`src/hw/rtl/voxst_pkg.sv`:
```
package voxst_pkg;

  typedef enum logic [1:0] {
    REQ_READ      = 2'd0,
    REQ_WRITE     = 2'd1,
    REQ_CLR_DIRTY = 2'd2,
    REQ_SET_DIRTY = 2'd3
  } req_e;

  typedef enum logic [2:0] {
    ST_CLEAR,
    ST_IDLE,
    ST_EVAL,
    ST_SCAN_RD,
    ST_SCAN_CHK,
    ST_FIN
  } state_e;

  typedef struct packed {
    logic clr;
    logic latch;
    logic eval;
    logic scan_rd;
    logic scan_chk;
    logic load_out;
  } ctrl_cmd_t;

  typedef struct packed {
    logic clr_done;
    logic need_scan;
    logic scan_hit;
    logic scan_last;
  } dp_stat_t;

endpackage

```
`src/hw/rtl/voxst_ctrl.sv`:
```
module voxst_ctrl (
  input  logic                 clk_i,
  input  logic                 rst_ni,
  input  logic                 in_valid_i,
  output logic                 in_ready_o,
  output logic                 out_valid_o,
  input  logic                 out_ready_i,
  output voxst_pkg::ctrl_cmd_t cmd_o,
  input  voxst_pkg::dp_stat_t  stat_i
);

  import voxst_pkg::*;

  state_e state_q, state_d;
  logic   out_valid_q, out_valid_d;
  logic   out_free;

  assign out_free = !out_valid_q || out_ready_i;

  always_comb begin
    state_d = state_q;
    case (state_q)
      ST_CLEAR: begin
        if (stat_i.clr_done) state_d = ST_IDLE;
      end
      ST_IDLE: begin
        if (in_valid_i) state_d = ST_EVAL;
      end
      ST_EVAL: begin
        state_d = stat_i.need_scan ? ST_SCAN_RD : ST_FIN;
      end
      ST_SCAN_RD: begin
        state_d = ST_SCAN_CHK;
      end
      ST_SCAN_CHK: begin
        if (stat_i.scan_hit || stat_i.scan_last) begin
          state_d = ST_FIN;
        end else begin
          state_d = ST_SCAN_RD;
        end
      end
      ST_FIN: begin
        if (out_free) state_d = ST_IDLE;
      end
      default: begin
        state_d = ST_IDLE;
      end
    endcase
  end

  always_comb begin
    cmd_o      = '0;
    in_ready_o = 1'b0;
    case (state_q)
      ST_CLEAR: begin
        cmd_o.clr = 1'b1;
      end
      ST_IDLE: begin
        in_ready_o  = 1'b1;
        cmd_o.latch = in_valid_i;
      end
      ST_EVAL: begin
        cmd_o.eval = 1'b1;
      end
      ST_SCAN_RD: begin
        cmd_o.scan_rd = 1'b1;
      end
      ST_SCAN_CHK: begin
        cmd_o.scan_chk = 1'b1;
      end
      ST_FIN: begin
        cmd_o.load_out = out_free;
      end
      default: begin
        cmd_o = '0;
      end
    endcase
  end

  always_comb begin
    out_valid_d = out_valid_q;
    if (out_valid_q && out_ready_i) out_valid_d = 1'b0;
    if (cmd_o.load_out) out_valid_d = 1'b1;
  end

  assign out_valid_o = out_valid_q;

  always_ff @(posedge clk_i or negedge rst_ni) begin
    if (!rst_ni) begin
      state_q     <= ST_CLEAR;
      out_valid_q <= 1'b0;
    end else begin
      state_q     <= state_d;
      out_valid_q <= out_valid_d;
    end
  end

endmodule

```
`config.mk`:
```
export PLATFORM = sky130hd
export DESIGN_NAME = voxst_ctrl
export DESIGN_NICKNAME = d
export VERILOG_FILES = /design/src/hw/rtl/voxst_pkg.sv /design/src/hw/rtl/voxst_ctrl.sv
export SDC_FILE = /design/constraint.sdc
export NUM_CORES = 1
export LEC_CHECK = 0
export ABC_AREA = 1
export BUFFER_PORTS_ARGS = -buffer_cell sky130_fd_sc_hd__buf_4
export CORE_AREA = 2 2 39 41
export CTS_CLUSTER_SIZE = 24
export DETAILED_ROUTE_END_ITERATION = 10
export DIE_AREA = 0 0 41 43
export PLACE_DENSITY = 0.58
export SYNTH_ARGS = -nofsm -noshare
export SYNTH_HDL_FRONTEND = slang
export SYNTH_SLANG_ARGS = --single-unit
```
`constraint.sdc`:
```
create_clock -name clk_i -period 1.2 [get_ports clk_i]
set_input_delay 0.24 -clock clk_i [delete_from_list [all_inputs] [get_ports clk_i]]
set_output_delay 0.24 -clock clk_i [all_outputs]
set_load 0.05 [all_outputs]
```
### Word level (Yosys, flattened, before mapping)

Index checks and enable logic that the tools add are counted.

* equality and inequality tests: 8
* muxes and demuxes: 15
* reduce and logical (&&, ||, !) cells: 7

Operator list (number)
* 3-bit case mux with 6 select lines: 1
* 3-bit two-way mux: 5
* 1-bit two-way mux: 9
* 3-bit by 2-bit == test with 1-bit output (second input constant): 2
* 3-bit == test (second input constant): 2
* 2-bit inequality test (second input constant): 3
* 3-bit by 1-bit == test with 1-bit output (second input constant): 1
* 3-bit zero test: 1
* 3-bit AND reduction: 1
* 1-bit logical OR: 2
* 2-bit nonzero test: 1
* 1-bit logical AND: 1
* 1-bit zero test: 1

* bits in registers: 4
* output and inout port bits: 8
* logic and storage cells: 32

### Depth between registers and ports, before layout

Gate-level depths: netlist of run 1.

* word-level depth: 4
* mapped depth: 6
* mapped depth without buffers: 6

### Worst setup path before layout of run 1

Ideal clock, no wire load.

* path kind: flip-flop to output port
* from: register state_q[1]
* to: output cmd_o[4] (netlist name)
* arrival time: 1278 ps
* required time: 960 ps
* setup slack: -318 ps
* stages on the path, launching flop included: 4
* buffers on the path: 0
* cells stage by stage: dfrtp_1 -> inv_1 -> nand3_1 -> nor2_1

RTL lines
* from (decl): line voxst_ctrl.sv:14 `state_e state_q, state_d;`
* from (signal assigned): line voxst_ctrl.sv:93 `state_q <= state_d;`
* to (decl): line voxst_ctrl.sv:8 `output voxst_pkg::ctrl_cmd_t cmd_o,`

==> results of run 1 <==
[worst min-delay path, cell delays in order]
cell and delay, ns:
buf_4 0.08, inv_1 0.03, nand2_1 0.06, nand2_1 0.06
[routing by layer]
metal  routed length (um)  vias to the layer above  share of wire
met1                  354                      171           0.41
li1                     -                      207              -
met2                  426                       13           0.50
met3                   74                        0          0.087
met4                    0                        0              0
met5                    0                        -              0
[flip-flops by register name, indices dropped and copies added (netlist names)]
signal	cells
state_q	3
out_valid_o	1
[worst min-delay path by stage]
stage                           start           to  depth (start not counted)
after floorplan                rst_ni  out_valid_o                          0
after global placement         rst_ni   state_q[0]                          1
after global routing      out_ready_i  out_valid_o                          4
after detailed placement       rst_ni   state_q[0]                          1
after CTS                 out_ready_i  out_valid_o                          4
final                     out_ready_i  out_valid_o                          4
[layout by cell type (no fill, tap or decap), drive strengths merged]
| cell type | netlist | routed |
|---|---|---|
| nor2 | 17 | 17 |
| dlygate4sd3 | 0 | 1 |
| clkbuf | 0 | 4 |
| buf | 1 | 25 |
| inv | 13 | 13 |
| o21ai | 1 | 1 |
| dfrtp | 4 | 4 |
| nand3b | 1 | 1 |
| nand2 | 8 | 8 |
| o211ai | 1 | 1 |
| nand3 | 5 | 5 |
[layout make-up]
cell class | count | share of cell area
Clock buffer | 4 | 0.0435
Inverter | 13 | 0.0807
Multi-Input combinational cell | 33 | 0.300
Sequential cell | 4 | 0.172
Tap cell | 16 | 0.0331
Timing Repair Buffer | 26 | 0.371
[cells by family (layout without fill, tap and decap cells)]
logic type | after synthesis | in the layout
AO/OA/AOI/OAI | 2 | 2
buffers and inverters | 14 | 43
flip-flops | 4 | 4
AND/OR/NAND/NOR | 31 | 31
[metrics by stage]
step,total power [mW],TNS (ns),setup slack [ns]
final,1.78,-1.37,-0.210
after global routing,1.91,-1.93,-0.289
after CTS,1.69,-1.20,-0.190
after detailed placement,1.34,-0.0208,-0.0208
after global placement,1.34,-0.0115,-0.0115
after floorplan,0.970,-0.286,-0.105
[cell usage after synthesis]
cell type  instances
o211ai_1           1
nand3_1            5
dfrtp_1            4
buf_4              1
inv_2              1
nor2_1            17
inv_1             12
nand2_1            8
o21ai_1            1
nand3b_1           1
[power by group through the flow]
stage | sequential [mW] | combinational [mW] | clock [mW]
2_1_floorplan | 0.319 | 0.651 | 0
3_3_place_gp | 0.263 | 1.07 | 0
3_5_place_dp | 0.264 | 1.08 | 0
4_1_cts | 0.280 | 1.22 | 0.192
5_1_grt | 0.310 | 1.39 | 0.212
6_report | 0.298 | 1.29 | 0.188
[what timing repair did]
item                                   in CTS  in global routing
resized for setup                          13                  5
hold buffers                                1                  0
setup endpoints to repair                   7                  7
pin swaps                                   0                  2
endpoints found under the hold margin       4                  0
buffers inserted                            2                  2
==> results.yml, run 1 <==
critical_path:
  critPathMaxFanout: 5
  worstSetupStartpoint: "state_q[0]"
  critPathKind: "register to output pin"
  worstPathBufferInverterCount: 2
  crit_chain: "nor2_2 -> nand2_1 -> inv_1 -> buf_6"
  end_kind: "output pin"
  worstPathRequired_ns: 0.96
  worstSetupEndpoint: "cmd_o[1]"
  rr_startpoint: "state_q[1]"
  r2r_slack_ns: 0.09
  worst_path_largest_cell_delay_ns: 0.45
  r2r_cells: 6
  cp-start-kind: "register"
  slowest_stage: "dfrtp_2"
  timing.rr.end: "state_q[0]"
  cp.arrival_ns: 1.17
  crit_cells: 4
  critical_path.top_delay_family: "flip-flops"
timing:
  hold_ws_ns: 0.263
  fin_worst_skew_ns: 0.0113
  slew_headroom: 0.872
  tightest_slew_ns: 0.192
  finalSetupViolCount: 7
  hold_viol: 0
  post-route-period-util: 1.18
  finalMaxSlewViolations: 0
  clock.fmax_ghz: 0.709
  rsz0062_at_grt: "true"
  timing.final.ws_setup_ns: -0.210
  min_period_ns: 1.41
global_routing:
  top_usage_layer: "met2"
  grt_pass1_wl_um: 1470
  grtUsageMet2: 0.191
  grt-ovfl-total: 0
  antenna_found_initial: 0
  grt_pass1_vias: 365
  grtUsageMet3: 0.0628
  track_usage: 0.126
  grt_max_degree: 6
  grt_use_met1: 0.149
route:
  drt-vias-per-instance: 4.07
  routed_wl_um: 854
  drt.antenna.violating_nets: 0
  drc: 0
  wire_per_inst_um: 8.90
  drt-initial-drc-count: 2
  via_count: 391
  first_pass_iters: 2
synthesis:
  avgSynthCellArea_sq_um: 5.79
  synthTopCellsByArea: "dfrtp_1, nor2_1, inv_1, nand2_1, nand3_1"
  synth_area_leader_cell: "dfrtp_1"
  seq_area_frac_synth: 0.339
  synth_mux_area_frac: 0
  synth_top_family_by_area: "simple AND/OR/NAND/NOR gates"
  ys_seq_elements: 4
  syn-instance-count: 51
  synthXorXnorAreaFrac: 0
  syn_area_sq_um: 295
  synth_nets: 59
  yosysWarnings: 0
  yosysTopAreaCellShare: 0.339
  synth-simple-area-share: 0.428
  yosys.area_share.adder: 0
  synth_cell_types: 10
  synth_compound_area_frac: 0.0424
flow_run:
  drv_cap: 0
clocking:
  cts_root_buf: "clkbuf_4"
  cts_max_level: 1
  cts.sinks: 4
  path_clk_slew_ns: 0.04
  numCtsBuffers: 3
  clk_latency_ns: 0.24
  cts_tree: "done"
  clockBufferDepth: 2
cells_and_area:
  n_antenna_cell: 0
  drive_above_1_share: 0.538
  final-seq-area_sq_um: 104
  multi_input_area_sq_um: 181
  syn_to_final_growth_pct: 105
  layout.cells.non_filler: 96
  fill_cells: 157
  utilization: 0.437
  num-nets-final: 89
  final_cell_area_sq_um: 604
status:
  status: "finished with violations"
  violations: "negative setup slack"
place:
  hpwl_um: 616
  place.gp.congestion: 0.835
  io_buffers: 15
  place_area_sq_um: 482
  dpl.cell_count: 87
worst_hold_path:
  hold_path_class: "primary input to register"
floorplanning:
  core_area_sq_um: 1380
  initial_core_util: 0.213
  die_area_sq_um: 1760
  die_x_um: 41
  num_rows: 14
  io_pins: 16
  die_height_um: 43
power:
  switching_share: 0.515
  vdd_drop_max_v: 0.00161
  p_seq_frac: 0.168
  p_per_area_nw_per_um2: 2940
  clkPwrFrac: 0.106
  p_leak_nw: 0.332
  switchingPower_mw: 0.915
  share_comb_of_total_power: 0.726
  p_int_mw: 0.860
No activity file was read; power rests on OpenSTA's default activity.
==> run 2, diff against run 1 <==
Settings changed: SKIP_CTS_REPAIR_TIMING set to 1.
==> run 2 against run 1 <==
- the flow still finishes with violations (negative setup slack)
- final cell count is 1.0% lower
- die area stayed put
- sequential power is essentially flat
- register-to-register slack got worse by 0.03 ns
- wire length is 4.3% higher
- via count is 0.51% lower
- first-iteration DRC count grew to 3.5 times the previous value
- critical endpoint is now cmd_o[3]
==> results.yml, run 2 (synthesis gave the netlist of run 1 again) <==
critical_path:
  critical_path.top_delay_family: "flip-flops"
  cp_common_cell: "nor2_4"
  end_kind: "output pin"
  worstPathRequired_ns: 0.96
  rr_startpoint: "state_q[0]"
  crit_chain: "inv_4 -> nor2_4 -> inv_2 -> nor2_4 -> buf_8"
  critPathMaxFanout: 5
  worstSetupStartpoint: "state_q[1]"
  worstPathBufferInverterCount: 3
  slowest_stage: "dfrtp_1"
  critPathKind: "register to output pin"
  cp-start-kind: "register"
  cp.arrival_ns: 1.18
  worst_path_largest_cell_delay_ns: 0.42
global_routing:
  top_usage_layer: "met2"
  antenna_found_initial: 0
  grtUsageMet2: 0.153
  grt-ovfl-total: 0
  grt_max_degree: 6
  grtUsageMet3: 0.0628
  grt_pass1_vias: 328
  grt_pass1_wl_um: 1300
  grt_use_met1: 0.142
  track_usage: 0.112
route:
  first_pass_iters: 3
  routed_wl_um: 891
  drt.antenna.violating_nets: 0
  drc: 0
  drt-initial-drc-count: 7
  drt-vias-per-instance: 4.09
  wire_per_inst_um: 9.38
  via_count: 389
cells_and_area:
  largest_reg_flops: 3
  multi_input_area_sq_um: 189
  fill_cells: 151
  regMostFlops: "state_q"
  final_cell_mix: "buf_4, inv_1, nor2_1"
  n_antenna_cell: 0
  num-nets-final: 88
  mostFrequentLayoutCell: "buf_4"
  syn_to_final_growth_pct: 107
  drive_above_1_share: 0.532
  final_cell_area_sq_um: 611
  final-seq-area_sq_um: 104
  utilization: 0.441
clocking:
  cts_root_buf: "clkbuf_4"
  numCtsBuffers: 3
  clockBufferDepth: 2
  cts_max_level: 1
  path_clk_slew_ns: 0.04
  cts_tree: "done"
  cts.sinks: 4
  clk_latency_ns: 0.24
floorplanning:
  die_area_sq_um: 1760
  initial_core_util: 0.213
  die_x_um: 41
  num_rows: 14
  io_pins: 16
  die_height_um: 43
  core_area_sq_um: 1380
timing:
  timing.final.ws_setup_ns: -0.217
  tightest_slew_ns: 0.187
  finalMaxSlewViolations: 0
  clock.fmax_ghz: 0.706
  setup_tns_ns: -1.32
  rsz0062_at_grt: "true"
  post-route-period-util: 1.18
  hold_viol: 0
  finalSetupViolCount: 7
  slew_headroom: 0.875
  min_period_ns: 1.42
  fin_worst_skew_ns: 0.0118
place:
  place.gp.congestion: 0.835
  hpwl_um: 616
  place_area_sq_um: 482
  io_buffers: 15
power:
  p_total_mw: 1.81
  share_comb_of_total_power: 0.732
  clkPwrFrac: 0.103
  switchingPower_mw: 0.942
  p_per_area_nw_per_um2: 2960
  p_leak_nw: 0.332
  p_int_mw: 0.868
  p_seq_frac: 0.166
  switching_share: 0.520
  vdd_drop_max_v: 0.00166
flow_run:
  drv_cap: 0
status:
  status: "finished with violations"
  violations: "negative setup slack"
worst_hold_path:
  worstHoldStart: "out_ready_i"
  hold_path_class: "primary input to register"
==> run 2: worst register-to-register path, delay by kind of cell, from the launching register on <==
family,cells,cell delay (ns)
buffers and inverters,2,0.28
DFF,1,0.45
and+or+nand+nor,4,0.28
==> run 2: routing by layer <==
metal / up-vias / routed length (um)
met5: - / 0
met3: 0 / 76
met4: 0 / 0
met2: 13 / 469
li1: 206 / -
met1: 170 / 346
==> run 2: power by group through the flow <==
stage,Clock (mW),Combinational [mW],Sequential [mW]
3_5_place_dp,0,1.08,0.264
5_1_grt,0.212,1.42,0.311
4_1_cts,0.192,1.08,0.264
2_1_floorplan,0,0.651,0.319
6_report,0.186,1.32,0.300
3_3_place_gp,0,1.07,0.263
==> run 2: worst paths after layout <==
path	to	slack, ns	cells after the start
setup reg to reg	state_q[1]	0.06	6
hold reg to reg	out_valid_o	0.53	2
hold / removal	out_valid_o	0.27	4
max in group asynchronous	state_q[2]	0.74	2
setup / recovery	cmd_o[3]	-0.22	5
min in group asynchronous	out_valid_o	0.33	2
==> run 2: layout make-up <==
| type | count | share of cell area |
|---|---|---|
| well taps | 16 | 0.0328 |
| repair buffers | 25 | 0.361 |
| clock buffers | 4 | 0.0430 |
| flip-flops and latches | 4 | 0.170 |
| multi-input cells | 33 | 0.309 |
| inverters | 13 | 0.0840 |
==> run 2: through the flow <==
step / cells / worst slack [ns] / hold slack [ns]
6_report: 95 / -0.217 / 0.265
5_1_grt: 95 / -0.300 / 0.277
4_1_cts: 91 / -0.270 / -0.223
3_3_place_gp: 87 / -0.0115 / 0.0392
3_5_place_dp: 87 / -0.0208 / 0.0376
2_1_floorplan: 51 / -0.105 / -0.0556
==> run 3, diff against run 2 <==
Settings changed: CORE_AREA 2 2 39 41 to 4 4 41 43, DIE_AREA 0 0 41 43 to 0 0 45 47, GPL_TIMING_DRIVEN set to 0, HOLD_SLACK_MARGIN set to 0.08.
==> run 3 against run 2 <==
- the flow still finishes with violations (negative setup slack)
- critical path depth unchanged
- sequential power about the same
- die area increased by 20%
- global-route usage decreased by 3.4 points
- via count decreased by 3.1%
- power decreased by 10%
- non-clock buffer count decreased by 4
- sequential cell count unchanged
- combinational power decreased by 14%
- largest power group unchanged
- highest routed layer is now met4
==> results.yml, run 3 (synthesis gave the netlist of run 1 again) <==
timing:
  finalMaxSlewViolations: 0
  clock.fmax_ghz: 0.692
  slew_headroom: 0.893
  post-route-period-util: 1.20
  rsz0062_at_grt: "true"
  fin_worst_skew_ns: 0.00954
  tightest_slew_ns: 0.160
  hold_viol: 0
  timing.final.ws_setup_ns: -0.245
  min_period_ns: 1.45
  finalSetupViolCount: 7
  hold_ws_ns: 0.260
floorplanning:
  num_rows: 13
  die_x_um: 45
  core_area_sq_um: 1300
  io_pins: 16
  die_area_sq_um: 2120
  die_height_um: 47
  initial_core_util: 0.227
cells_and_area:
  utilization: 0.428
  n_antenna_cell: 0
  mostFrequentLayoutCell: "buf_4"
  syn_to_final_growth_pct: 88.6
  final_cell_mix: "buf_4, inv_1, nor2_1"
  num-nets-final: 84
  largest_reg_flops: 3
  regMostFlops: "state_q"
  drive_above_1_share: 0.480
  layout.cells.non_filler: 90
flow_run:
  drv_cap: 0
critical_path:
  worst_path_largest_cell_delay_ns: 0.41
  critical_path.top_delay_family: "flip-flops"
  cp-start-kind: "register"
  cp.arrival_ns: 1.21
  critPathMaxFanout: 4
  worstPathBufferInverterCount: 3
  end_kind: "output pin"
  worstPathRequired_ns: 0.96
  critPathKind: "register to output pin"
  slowest_stage: "dfrtp_1"
  crit_chain: "inv_2 -> buf_4 -> nand2_1 -> nor2_2 -> buf_6"
clocking:
  cts_tree: "done"
  path_clk_slew_ns: 0.04
  cts_max_level: 1
  cts_root_buf: "clkbuf_4"
  clockBufferDepth: 2
  cts.sinks: 4
  numCtsBuffers: 3
  clk_latency_ns: 0.24
global_routing:
  grt_pass1_vias: 338
  grt-ovfl-total: 0
  antenna_found_initial: 0
  grt_max_degree: 8
  grt_pass1_wl_um: 1210
  track_usage: 0.0776
route:
  drt-vias-per-instance: 4.19
  drt.antenna.violating_nets: 0
  first_pass_iters: 3
  wire_per_inst_um: 9.01
  routed_wl_um: 811
  drc: 0
  drt-initial-drc-count: 9
  via_count: 377
power:
  p_leak_nw: 0.312
  p_per_area_nw_per_um2: 2930
  vdd_drop_max_v: 0.00111
  p_total_mw: 1.63
place:
  pre_cts_slack_ns: -0.0633
  io_buffers: 15
  dpl.cell_count: 81
  place.gp.congestion: 0.802
  hpwl_um: 563
worst_hold_path:
  hold_path_class: "primary input to register"
status:
  violations: "negative setup slack"
  status: "finished with violations"
[run 3: changes by cell type in the layout (fill, tap and decap cells not counted), sizes merged]
cell and delta:
buf -4
[run 3: final cells by class]
type | instances | area [sq um]
fill | 145 | 744
timing repair buffer | 20 | 183
multi-input combinational | 33 | 169
sequential | 4 | 104
inverter | 13 | 48.8
clock buffer | 4 | 26.3
tap | 15 | 18.8
buffer | 1 | 7.51
[run 3: worst min-delay path, cell delays in order]
cell and delay (ns):
buf_4 0.08, inv_1 0.03, nand2_1 0.07, nand2_1 0.05
[run 3: where the power goes]
group | total, mW | switching, mW | internal, mW
logic | 1.14 | 0.717 | 0.425
clock network | 0.189 | 0.0634 | 0.125
registers | 0.299 | 0.0938 | 0.205
total | 1.63 | 0.874 | 0.756
[run 3: final timing paths]
| kind | from | endpoint | slack (ns) | cells past startpoint |
|---|---|---|---|---|
| worst min-delay path | out_ready_i | out_valid_o | 0.26 | 4 |
| worst max register to register | state_q[0] | state_q[1] | 0.13 | 6 |
| worst min register to register | out_valid_o | out_valid_o | 0.52 | 2 |
| worst max-delay path | state_q[1] | cmd_o[5] | -0.25 | 5 |
| min in group asynchronous | rst_ni | state_q[0] | 0.32 | 2 |
| max in group asynchronous | rst_ni | state_q[2] | 0.76 | 2 |
[run 3: stage by stage]
stage	area [sq um]	setup TNS (ns)
floorplan	312	-0.286
global placement	443	-0.277
detailed placement	443	-0.171
CTS	469	-1.92
global route	557	-2.12
finish	557	-1.57
[run 3: routing by layer]
| layer | vias up | global-route usage | routed length [um] |
|---|---|---|---|
| li1 | 197 | - | - |
| met1 | 162 | 0.103 | 346 |
| met2 | 16 | 0.113 | 366 |
| met3 | 2 | 0.0153 | 79 |
| met4 | 0 | 0.0526 | 19 |
| met5 | - | 0 | 0 |
